## src/hw/rtl/ssp_pkg.sv

```systemverilog
// ============================================================================
// ssp_pkg - shared segment pair finder package
// Types and codes shared by the front end, the command queue, the back end
// and the top level.
// ============================================================================
package ssp_pkg;

  localparam int unsigned GROUP_DEPTH_DEF = 32;
  localparam int unsigned QUEUE_DEPTH     = 2;

  localparam int unsigned IN_TDATA_W  = 128;
  localparam int unsigned OUT_TDATA_W = 144;

  // Kind of work the front end hands to the back end.
  typedef enum logic [1:0] {
    CMD_PAIRS    = 2'd0,
    CMD_SORT_ERR = 2'd1,
    CMD_FULL_ERR = 2'd2
  } cmd_kind_e;

  // Result status codes, carried on the output tuser.
  typedef enum logic [1:0] {
    ST_PAIR = 2'd0,
    ST_SORT = 2'd1,
    ST_FULL = 2'd2
  } status_e;

  typedef struct packed {
    logic [15:0] id;
    logic [7:0]  chr;
    logic        hap;
    logic [31:0] seg_start;
    logic [31:0] seg_end;
  } segment_t;

  typedef struct packed {
    cmd_kind_e kind;
    segment_t  seg;
  } cmd_t;

  typedef struct packed {
    logic [15:0] first_individual;
    logic [15:0] second_individual;
    logic [7:0]  pair_chromosome;
    logic [31:0] overlap_start;
    logic [31:0] overlap_end;
    logic [32:0] overlap_length;
    logic        first_hap;
    logic        second_hap;
    logic        last_of_run;
    status_e     status;
  } result_t;

endpackage

```

## src/hw/rtl/shared_segment_pair_finder.sv

```systemverilog
// ============================================================================
// shared_segment_pair_finder - pairs of overlapping segments within a group
// Buffers the segments of the current group and reports every earlier
// segment of a larger id whose interval overlaps a newly arrived one.
// ============================================================================
//
// Channel   Dir  Handshake                       Contents
// s_axis    in   s_axis_tvalid / s_axis_tready   one segment per item
// m_axis    out  m_axis_tvalid / m_axis_tready   one pair or error per item
//
// Flow: an item whose group holds N earlier segments is taken from the queue,
// then the group buffer is scanned through its single read port one entry per
// cycle while a busy output does not hold the scan, and the last pair is
// released at the end. The first segment of a group is only taken and stored,
// and an out-of-order or overflow item is turned into an error result.
// Reset: rst_ni clears the group state, the command queue and all valid
// flags; the buffer contents need no clearing because only filled entries
// are read.
// Stalls: the front end keeps accepting items until the two-entry command
// queue is full; a busy output freezes the scan pipeline when a new hit waits.
//
module shared_segment_pair_finder #(
  parameter int unsigned GROUP_DEPTH = ssp_pkg::GROUP_DEPTH_DEF
) (
  input  logic                            clk_i,
  input  logic                            rst_ni,
  input  logic                            s_axis_tvalid,
  output logic                            s_axis_tready,
  // individual_id [15:0], chromosome [23:16], haplotype [24],
  // segment_start [56:25], segment_end [88:57], group_index [120:89]
  input  logic [ssp_pkg::IN_TDATA_W-1:0]  s_axis_tdata,
  output logic                            m_axis_tvalid,
  input  logic                            m_axis_tready,
  // first_individual [15:0], second_individual [31:16],
  // pair_chromosome [39:32], overlap_start [71:40], overlap_end [103:72],
  // overlap_length [136:104], first_hap [137], second_hap [138]
  output logic [ssp_pkg::OUT_TDATA_W-1:0] m_axis_tdata,
  output logic                            m_axis_tlast,
  // status [1:0]
  output logic [1:0]                      m_axis_tuser
);

  localparam int unsigned CntW    = $clog2(GROUP_DEPTH + 1);
  localparam int unsigned CmdBits = $bits(ssp_pkg::cmd_t);
  localparam int unsigned QW      = CmdBits + CntW;

  ssp_pkg::segment_t in_seg;
  logic [31:0]       in_group;

  logic              q_full, q_push, q_pop, q_valid;
  ssp_pkg::cmd_t     f_cmd, b_cmd;
  logic [CntW-1:0]   f_cnt, b_cnt;
  logic [QW-1:0]     q_wdata, q_rdata;
  ssp_pkg::result_t  res;

  // Unpack the input item.
  assign in_seg.id        = s_axis_tdata[15:0];
  assign in_seg.chr       = s_axis_tdata[23:16];
  assign in_seg.hap       = s_axis_tdata[24];
  assign in_seg.seg_start = s_axis_tdata[56:25];
  assign in_seg.seg_end   = s_axis_tdata[88:57];
  assign in_group         = s_axis_tdata[120:89];

  ssp_front #(
    .GroupDepth (GROUP_DEPTH)
  ) u_front (
    .clk_i      (clk_i),
    .rst_ni     (rst_ni),
    .in_valid_i (s_axis_tvalid),
    .in_ready_o (s_axis_tready),
    .in_seg_i   (in_seg),
    .in_group_i (in_group),
    .q_full_i   (q_full),
    .q_push_o   (q_push),
    .q_cmd_o    (f_cmd),
    .q_cnt_o    (f_cnt)
  );

  // The command carries the number of buffered entries to scan, which is
  // also the buffer slot the new segment is written to.
  assign q_wdata = {f_cnt, f_cmd};
  assign b_cmd   = ssp_pkg::cmd_t'(q_rdata[CmdBits-1:0]);
  assign b_cnt   = q_rdata[QW-1:CmdBits];

  ssp_fifo #(
    .Width (QW),
    .Depth (ssp_pkg::QUEUE_DEPTH)
  ) u_fifo (
    .clk_i   (clk_i),
    .rst_ni  (rst_ni),
    .push_i  (q_push),
    .data_i  (q_wdata),
    .full_o  (q_full),
    .pop_i   (q_pop),
    .valid_o (q_valid),
    .data_o  (q_rdata)
  );

  ssp_back #(
    .GroupDepth (GROUP_DEPTH)
  ) u_back (
    .clk_i       (clk_i),
    .rst_ni      (rst_ni),
    .cmd_valid_i (q_valid),
    .cmd_i       (b_cmd),
    .cmd_cnt_i   (b_cnt),
    .cmd_pop_o   (q_pop),
    .res_valid_o (m_axis_tvalid),
    .res_ready_i (m_axis_tready),
    .res_o       (res)
  );

  // Pack the result item.
  assign m_axis_tdata = {5'd0,
                         res.second_hap,
                         res.first_hap,
                         res.overlap_length,
                         res.overlap_end,
                         res.overlap_start,
                         res.pair_chromosome,
                         res.second_individual,
                         res.first_individual};
  assign m_axis_tlast = res.last_of_run;
  assign m_axis_tuser = res.status;

`ifndef NO_ASSERTIONS
  // The front end must never push into a full queue.
  assert property (@(posedge clk_i) disable iff (!rst_ni)
    q_full |-> !q_push)
    else $error("command pushed into a full queue");

  // Error results close their run and name no earlier segment.
  assert property (@(posedge clk_i) disable iff (!rst_ni)
    (m_axis_tvalid && m_axis_tuser != ssp_pkg::ST_PAIR) |->
      (m_axis_tlast && res.first_individual == '0 && res.overlap_length == '0))
    else $error("malformed error result");

  // A pair result always describes a real overlap.
  assert property (@(posedge clk_i) disable iff (!rst_ni)
    (m_axis_tvalid && m_axis_tuser == ssp_pkg::ST_PAIR) |->
      (res.overlap_start <= res.overlap_end &&
       res.first_individual > res.second_individual))
    else $error("pair result without overlap or id order");

  // A queued command is only taken when one is present.
  assert property (@(posedge clk_i) disable iff (!rst_ni)
    q_pop |-> q_valid)
    else $error("command popped from an empty queue");
`endif

endmodule

```

## src/hw/rtl/ssp_front.sv

```systemverilog
// ============================================================================
// ssp_front - input classification
// Tracks the open group and its fill level, and turns every accepted item
// into a command for the back end.
// ============================================================================
module ssp_front #(
  parameter int unsigned GroupDepth = ssp_pkg::GROUP_DEPTH_DEF,
  localparam int unsigned CntW      = $clog2(GroupDepth + 1)
) (
  input  logic              clk_i,
  input  logic              rst_ni,
  input  logic              in_valid_i,
  output logic              in_ready_o,
  input  ssp_pkg::segment_t in_seg_i,
  input  logic [31:0]       in_group_i,
  input  logic              q_full_i,
  output logic              q_push_o,
  output ssp_pkg::cmd_t     q_cmd_o,
  output logic [CntW-1:0]   q_cnt_o
);

  logic            open_q, open_d;
  logic [31:0]     group_q, group_d;
  logic [CntW-1:0] count_q, count_d;
  logic            accept;

  assign in_ready_o = !q_full_i;
  assign accept     = in_valid_i && !q_full_i;
  assign q_push_o   = accept;

  always_comb begin
    open_d      = open_q;
    group_d     = group_q;
    count_d     = count_q;
    q_cmd_o.seg = in_seg_i;
    q_cmd_o.kind = ssp_pkg::CMD_PAIRS;
    q_cnt_o     = count_q;
    priority if (!open_q || in_group_i > group_q) begin
      // A new group starts with an empty buffer.
      q_cnt_o = '0;
      if (accept) begin
        open_d  = 1'b1;
        group_d = in_group_i;
        count_d = CntW'(1);
      end
    end else if (in_group_i < group_q) begin
      q_cmd_o.kind = ssp_pkg::CMD_SORT_ERR;
    end else if (count_q >= CntW'(GroupDepth)) begin
      q_cmd_o.kind = ssp_pkg::CMD_FULL_ERR;
    end else begin
      if (accept) begin
        count_d = count_q + CntW'(1);
      end
    end
  end

  always_ff @(posedge clk_i or negedge rst_ni) begin
    if (!rst_ni) begin
      open_q  <= 1'b0;
      group_q <= '0;
      count_q <= '0;
    end else begin
      open_q  <= open_d;
      group_q <= group_d;
      count_q <= count_d;
    end
  end

endmodule

```

## src/hw/rtl/ssp_fifo.sv

```systemverilog
// ============================================================================
// ssp_fifo - command queue
// Short register queue between the front end and the back end.
// ============================================================================
module ssp_fifo #(
  parameter int unsigned Width = 8,
  parameter int unsigned Depth = ssp_pkg::QUEUE_DEPTH,
  localparam int unsigned PtrW = $clog2(Depth),
  localparam int unsigned CntW = $clog2(Depth + 1)
) (
  input  logic             clk_i,
  input  logic             rst_ni,
  input  logic             push_i,
  input  logic [Width-1:0] data_i,
  output logic             full_o,
  input  logic             pop_i,
  output logic             valid_o,
  output logic [Width-1:0] data_o
);

  logic [Width-1:0] entry_q [Depth];
  logic [PtrW-1:0]  wr_q, rd_q;
  logic [CntW-1:0]  count_q;

  assign full_o  = count_q == CntW'(Depth);
  assign valid_o = count_q != '0;
  assign data_o  = entry_q[rd_q];

  always_ff @(posedge clk_i) begin
    if (push_i) begin
      entry_q[wr_q] <= data_i;
    end
  end

  always_ff @(posedge clk_i or negedge rst_ni) begin
    if (!rst_ni) begin
      wr_q    <= '0;
      rd_q    <= '0;
      count_q <= '0;
    end else begin
      if (push_i) begin
        wr_q <= (wr_q == PtrW'(Depth - 1)) ? '0 : wr_q + PtrW'(1);
      end
      if (pop_i) begin
        rd_q <= (rd_q == PtrW'(Depth - 1)) ? '0 : rd_q + PtrW'(1);
      end
      unique case ({push_i, pop_i})
        2'b10:   count_q <= count_q + CntW'(1);
        2'b01:   count_q <= count_q - CntW'(1);
        default: count_q <= count_q;
      endcase
    end
  end

endmodule

```

## src/hw/rtl/ssp_back.sv

```systemverilog
// ============================================================================
// ssp_back - group buffer and pair scan
// Stores the segments of the open group and compares each new segment with
// the stored ones, one entry per cycle, through a short stall-able pipeline.
// ============================================================================
module ssp_back #(
  parameter int unsigned GroupDepth = ssp_pkg::GROUP_DEPTH_DEF,
  localparam int unsigned CntW      = $clog2(GroupDepth + 1),
  localparam int unsigned IdxW      = $clog2(GroupDepth)
) (
  input  logic              clk_i,
  input  logic              rst_ni,
  input  logic              cmd_valid_i,
  input  ssp_pkg::cmd_t     cmd_i,
  input  logic [CntW-1:0]   cmd_cnt_i,
  output logic              cmd_pop_o,
  output logic              res_valid_o,
  input  logic              res_ready_i,
  output ssp_pkg::result_t  res_o
);

  typedef enum logic [2:0] {
    S_IDLE  = 3'b001,
    S_SCAN  = 3'b010,
    S_FLUSH = 3'b100
  } state_e;

  state_e state_q, state_d;

  ssp_pkg::segment_t mem [GroupDepth];
  ssp_pkg::segment_t cur_q, rd_q;
  logic [CntW-1:0]   cnt_q, idx_q;

  logic        v1_q, last1_q;
  logic        v2_q, last2_q, hit2_q;
  logic [15:0] id2_q;
  logic [7:0]  chr2_q;
  logic        hap2_q;
  logic [31:0] os2_q, oe2_q;

  logic             pend_v_q;
  ssp_pkg::result_t pend_q, cand;
  logic             out_v_q;
  ssp_pkg::result_t out_q;

  logic             can_push, push_en, adv, issue, mem_we, rd_en;
  ssp_pkg::result_t push_res;
  logic [31:0]      os1, oe1;
  logic             hit1;

  assign can_push    = !out_v_q || res_ready_i;
  assign res_valid_o = out_v_q;
  assign res_o       = out_q;
  assign issue       = idx_q != cnt_q;

  // Stage one: overlap bounds against the new segment.
  always_comb begin
    os1  = (rd_q.seg_start > cur_q.seg_start) ? rd_q.seg_start : cur_q.seg_start;
    oe1  = (rd_q.seg_end < cur_q.seg_end) ? rd_q.seg_end : cur_q.seg_end;
    hit1 = (rd_q.id > cur_q.id) && (os1 <= oe1);
  end

  // Stage two: the full pair result.
  always_comb begin
    cand.first_individual  = id2_q;
    cand.second_individual = cur_q.id;
    cand.pair_chromosome   = chr2_q;
    cand.overlap_start     = os2_q;
    cand.overlap_end       = oe2_q;
    cand.overlap_length    = {1'b0, oe2_q} - {1'b0, os2_q} + 33'd1;
    cand.first_hap         = hap2_q;
    cand.second_hap        = cur_q.hap;
    cand.last_of_run       = 1'b0;
    cand.status            = ssp_pkg::ST_PAIR;
  end

  always_comb begin
    state_d   = state_q;
    cmd_pop_o = 1'b0;
    push_en   = 1'b0;
    push_res  = pend_q;
    adv       = 1'b1;
    mem_we    = 1'b0;
    unique case (state_q)
      S_IDLE: begin
        if (cmd_valid_i) begin
          unique case (cmd_i.kind)
            ssp_pkg::CMD_PAIRS: begin
              cmd_pop_o = 1'b1;
              mem_we    = 1'b1;
              if (cmd_cnt_i != '0) begin
                state_d = S_SCAN;
              end
            end
            ssp_pkg::CMD_SORT_ERR, ssp_pkg::CMD_FULL_ERR: begin
              if (can_push) begin
                cmd_pop_o = 1'b1;
                push_en   = 1'b1;
                push_res.first_individual  = '0;
                push_res.second_individual = cmd_i.seg.id;
                push_res.pair_chromosome   = cmd_i.seg.chr;
                push_res.overlap_start     = cmd_i.seg.seg_start;
                push_res.overlap_end       = cmd_i.seg.seg_end;
                push_res.overlap_length    = '0;
                push_res.first_hap         = 1'b0;
                push_res.second_hap        = cmd_i.seg.hap;
                push_res.last_of_run       = 1'b1;
                push_res.status = (cmd_i.kind == ssp_pkg::CMD_SORT_ERR) ?
                                  ssp_pkg::ST_SORT : ssp_pkg::ST_FULL;
              end
            end
            default: begin
              cmd_pop_o = 1'b1;
            end
          endcase
        end
      end
      S_SCAN: begin
        // A new hit releases the held one; it waits if the output is busy.
        if (v2_q && hit2_q && pend_v_q) begin
          if (can_push) begin
            push_en = 1'b1;
          end else begin
            adv = 1'b0;
          end
        end
        if (adv && v2_q && last2_q) begin
          state_d = S_FLUSH;
        end
      end
      S_FLUSH: begin
        if (pend_v_q) begin
          if (can_push) begin
            push_en              = 1'b1;
            push_res.last_of_run = 1'b1;
            state_d              = S_IDLE;
          end
        end else begin
          state_d = S_IDLE;
        end
      end
      default: begin
        state_d = S_IDLE;
      end
    endcase
  end

  assign rd_en = (state_q == S_SCAN) && adv && issue;

  always_ff @(posedge clk_i) begin
    if (mem_we) begin
      mem[cmd_cnt_i[IdxW-1:0]] <= cmd_i.seg;
    end
    if (rd_en) begin
      rd_q <= mem[idx_q[IdxW-1:0]];
    end
  end

  // Payload registers.
  always_ff @(posedge clk_i) begin
    if (state_q == S_IDLE && cmd_pop_o) begin
      cur_q <= cmd_i.seg;
      cnt_q <= cmd_i.kind == ssp_pkg::CMD_PAIRS ? cmd_cnt_i : '0;
    end
    if (state_q == S_SCAN && adv) begin
      last1_q <= issue && (idx_q == cnt_q - CntW'(1));
      last2_q <= last1_q;
      hit2_q  <= hit1;
      id2_q   <= rd_q.id;
      chr2_q  <= rd_q.chr;
      hap2_q  <= rd_q.hap;
      os2_q   <= os1;
      oe2_q   <= oe1;
      if (v2_q && hit2_q) begin
        pend_q <= cand;
      end
    end
    if (push_en) begin
      out_q <= push_res;
    end
  end

  // Control registers.
  always_ff @(posedge clk_i or negedge rst_ni) begin
    if (!rst_ni) begin
      state_q  <= S_IDLE;
      idx_q    <= '0;
      v1_q     <= 1'b0;
      v2_q     <= 1'b0;
      pend_v_q <= 1'b0;
      out_v_q  <= 1'b0;
    end else begin
      state_q <= state_d;
      if (state_q == S_IDLE) begin
        idx_q <= '0;
        v1_q  <= 1'b0;
        v2_q  <= 1'b0;
      end else if (state_q == S_SCAN && adv) begin
        if (issue) begin
          idx_q <= idx_q + CntW'(1);
        end
        v1_q <= issue;
        v2_q <= v1_q;
        if (v2_q && hit2_q) begin
          pend_v_q <= 1'b1;
        end
      end else if (state_q == S_FLUSH && push_en) begin
        pend_v_q <= 1'b0;
      end
      if (push_en) begin
        out_v_q <= 1'b1;
      end else if (res_ready_i) begin
        out_v_q <= 1'b0;
      end
    end
  end

endmodule
```

## config.mk

```make
export PLATFORM = sky130hd
export DESIGN_NAME = shared_segment_pair_finder
export DESIGN_NICKNAME = d
export VERILOG_FILES = /design/src/hw/rtl/ssp_pkg.sv /design/src/hw/rtl/shared_segment_pair_finder.sv /design/src/hw/rtl/ssp_front.sv /design/src/hw/rtl/ssp_fifo.sv /design/src/hw/rtl/ssp_back.sv
export SDC_FILE = /design/constraint.sdc
export NUM_CORES = 2
export LEC_CHECK = 0
export BUFFER_PORTS_ARGS = -buffer_cell sky130_fd_sc_hd__buf_2
export CORE_AREA = 10 10 490 492
export CTS_CLUSTER_DIAMETER = 60
export DETAILED_ROUTE_END_ITERATION = 10
export DIE_AREA = 0 0 500 502
export PLACE_DENSITY_LB_ADDON = 0.1
export SLEW_MARGIN = 40
export SYNTH_ARGS = -nofsm -noshare
export SYNTH_HDL_FRONTEND = slang
export SYNTH_SLANG_ARGS = --single-unit
export TNS_END_PERCENT = 5
```

## constraint.sdc

```tcl
create_clock -name clk_i -period 7.6 [get_ports clk_i]
set_input_delay 1.9 -clock clk_i [delete_from_list [all_inputs] [get_ports clk_i]]
set_output_delay 1.9 -clock clk_i [all_outputs]
set_load 0.02 [all_outputs]
```

==> summary.txt <==
Clock network
  – Clk sink count: 3647
  – Worst-Skew Late Latency: 0.98 ns
  – CTS tree: yes
  – Post-CTS Resized: 0
  – Clock slew at reported path FFs: 0.06 ns
  – Postcts setup bufs: 0
  – CTS root buf: clkbuf_16
  – Max clock buf depth: 4
  – TritonCTS Buffers: 367
  – Number of H-tree levels: 5
  – Cts hold-fix bufs: 0

Routing
  – Post-route DRC: 0
  – Drt first pass iters: 6
  – DR vias: 67600
  – Vias/cell: 6.69
  – DRT iter0 DRCs: 8472
  – Detailed-route wire length: 350000 um
  – Routed length per instance: 34.6 um
  – Routed Antenna Nets: 0

Die
  – Chip Width: 500 um
  – Core Rows: 176
  – Die area: 251000 um^2
  – Initial Utilization: 61.8%
  – Core area: 230000 um^2
  – Chip height: 502 um
  – I/O pins: 281

Hold path
  – Worst hold path endpoint: u_back.pend_q[128]
  – Hold Path Class: register to register
  – Hold path depth: 0
  – Hold wc startpoint: u_back.id2_q[2]

Critical path
  – Critical Path RT: 8.38 ns
  – Top delay family on crit path: compound AO/OA/AOI/OAI gates
  – Startpoint Class: register
  – R2R Path Start: u_back.rd_q[9]
  – Buf/Inv on CP: 2
  – Setup crit end kind: register
  – Critical Path Most Common Cell: a21o_1
  – Critical Path Slowest Stage Cell: a221oi_4
  – Worst path cell trace: ha_1 > a21o_1 > a21o_1 > a21oi_1 > o21ai_1 > a31o_1 > a21oi_1 > o31ai_1 > a221oi_4 > buf_6 > buf_4 > mux2i_1 > ha_1 > a21o_1 > a21o_1 > a21oi_1 > o211ai_1 > a31oi_1 > o211ai_1 > a211oi_1
  – Worst reg-to-reg setup slack: 1.73 ns
  – WP data arrival: 6.65 ns
  – FF-to-FF path depth: 20
  – Slowest Stage Delay on Critical Path: 0.56 ns
  – CP max FO: 18
  – Critical path type: register to register
  – Reg-to-Reg End: u_back.hit2_q

Yosys
  – Post-synthesis async set-or-reset flop share: 1.54%
  – Number of synthesized flops with an enable pin: 3591
  – Yosys reg bits: 3647
  – Sequential-to-total area share from yosys stat: 77.0%
  – Yosys warning total: 0
  – Area of the mapped netlist: 142000 um^2
  – Synth cell types: 67
  – Primary FF master, synth: edfxtp_1
  – Synthesized area per cell: 22.7 um^2
  – Synthesized instance count: 6252

Placement
  – RD Place Congestion: 0.853
  – Detailed Place HPWL: 186000 um
  – PortBufs: 268
  – Placed cell count: 9462

STA
  – Worst-Margin Slew: 0.915 ns
  – Hold Fails Final Rpt: 0
  – Final setup viols: 0
  – RSZ-0062 raised after global routing: false
  – Upper clock frequency limit: 170 MHz
  – Relative slew margins: 39.0%
  – Clock skew: 0.0624 ns
  – Hold Slack: 0.411 ns
  – Post-layout min period: 5.87 ns
  – Final Max Tran Viols: 0
  – Final period utilization: 77.3%
  – Setup_tns: 0 ns

Flow run
  – Max-cap viol count: 0

Cells and area
  – Area Growth Syn to Fin: 12.8%
  – Area of the multi-input gates: 31200 um^2
  – Nets: 7155
  – Fill cells: 13700
  – Finished Layout Cells: 10100
  – Most frequent cells in the layout: 3591 x edfxtp_1, 890 x mux4_2, 377 x clkbuf_16
  – Share of layout cells above drive strength 1: 29.1%
  – FF+latch area: 109000 um^2
  – Final Util: 69.7%
  – Commonest non-fill, non-tap cell in the layout: edfxtp_1

Global routing
  – GR Overflow Total: 0
  – Total track usage: 27.9%
  – Largest net degree at the start of global routing: 136
  – Vias in the first global route: 68600
  – Initial antenna violation count: 13
  – First-pass GRT wire length: 500000 um

Pwr
  – Leak: 51.3 nW
  – VDD IR max: 0.301 mV
  – Total power: 0.0583 W
  – Power density cells: 364 nW/um^2

Run status
  – Run status: completed
-- cell usage after synthesis, types with 18 or more instances --
master | count | area [um^2]
buf_1 | 30 | 113
mux2_2 | 185 | 2080
xnor2_1 | 27 | 236
inv_1 | 165 | 619
nor2b_1 | 18 | 113
nand4_1 | 39 | 244
o21ai_1 | 55 | 275
dfrtp_1 | 55 | 1380
a21oi_1 | 78 | 390
a21o_1 | 49 | 368
mux2i_1 | 40 | 400
mux4_2 | 890 | 20000
ha_1 | 213 | 2670
edfxtp_1 | 3591 | 108000
nor2_1 | 97 | 364
buf_2 | 35 | 175
xor2_1 | 19 | 166
and2_1 | 57 | 357
nand2_1 | 90 | 338
mux2_1 | 151 | 1700
clkbuf_1 | 173 | 649
-- worst max-delay path by stage --
stage                         from                   end  slack (ns)  cells past startpoint
floorplan            s_axis_tvalid  u_fifo.entry_q[0][0]        0.68                      4
global placement    u_back.rd_q[9]         u_back.hit2_q        1.54                     19
detailed placement  u_back.rd_q[9]         u_back.hit2_q        1.92                     21
CTS                 u_back.rd_q[9]         u_back.hit2_q        1.84                     21
global route        u_back.rd_q[9]         u_back.hit2_q        1.53                     20
finish              u_back.rd_q[9]         u_back.hit2_q        1.73                     20
-- per-layer routing --
| layer | vias to the layer above | share of wire, % | routed length, um | track usage, % |
|---|---|---|---|---|
| met2 | 3528 | 50 | 175000 | 46.0 |
| met1 | 36200 | 38 | 132000 | 38.7 |
| met3 | 619 | 8.8 | 30600 | 4.96 |
| met5 | - | 0.014 | 49 | 0 |
| met4 | 8 | 3.4 | 11800 | 8.77 |
| li1 | 27300 | - | - | - |
-- stage by stage --
stage | setup slack, ns | instance area (um^2)
after floorplan | 0.679 | 142000
after global placement | 1.54 | 148000
after detailed placement | 1.92 | 149000
after CTS | 1.84 | 160000
after global routing | 1.53 | 160000
final | 1.73 | 160000
-- report_power, final --
| part | leakage (nW) | internal, W | switching (W) |
|---|---|---|---|
| registers | 33.1 | 0.0263 | 0.000704 |
| clock network | 5.51 | 0.00998 | 0.00726 |
| logic | 12.6 | 0.00534 | 0.00873 |
-- sequential cells by signal, indices dropped and copies added (netlist names), 2 cells and up --
| register | count |
|---|---|
| u_fifo.entry_q | 194 |
| u_front.count_q | 6 |
| u_back.idx_q | 6 |
| u_front.group_q | 32 |
| u_back.cand | 17 |
| u_back.cur_q | 64 |
| u_back.cnt_q | 6 |
| u_back.chr2_q | 8 |
| u_back.oe2_q | 32 |
| u_back.pend_q | 139 |
| u_back.res_o | 142 |
| u_back.state_q | 3 |
| u_back.mem | 2848 |
| u_fifo.count_q | 2 |
| u_back.id2_q | 16 |
| u_back.rd_q | 89 |
| u_back.os2_q | 32 |
-- cell type report --
cell class	instances	share of cell area (%)
Antenna cell	8	0.0125
Clock buffer	461	6.09
Clock inverter	180	0.980
Inverter	170	0.400
Multi-Input combinational cell	2173	19.5
Sequential cell	3647	68.3
Tap cell	3026	2.37
Timing Repair Buffer	450	2.37
-- cells by family (layout without fill, tap and decap cells) --
| family | Yosys count | after routing | share of synthesized area, % |
|---|---|---|---|
| AND/OR/NAND/NOR | 365 | 365 | 1.27 |
| AO/OA/AOI/OAI | 277 | 277 | 1.23 |
| other | 1 | 13 | 0.00264 |
| flip-flops | 3647 | 3647 | 77.0 |
| multiplexers | 1266 | 1266 | 17.1 |
| adder cells (fa/ha/maj) | 214 | 214 | 1.89 |
| buffers and inverters | 436 | 1261 | 1.29 |
| XOR/XNOR | 46 | 46 | 0.284 |
Note: power is estimated with default switching activity, not from simulation.
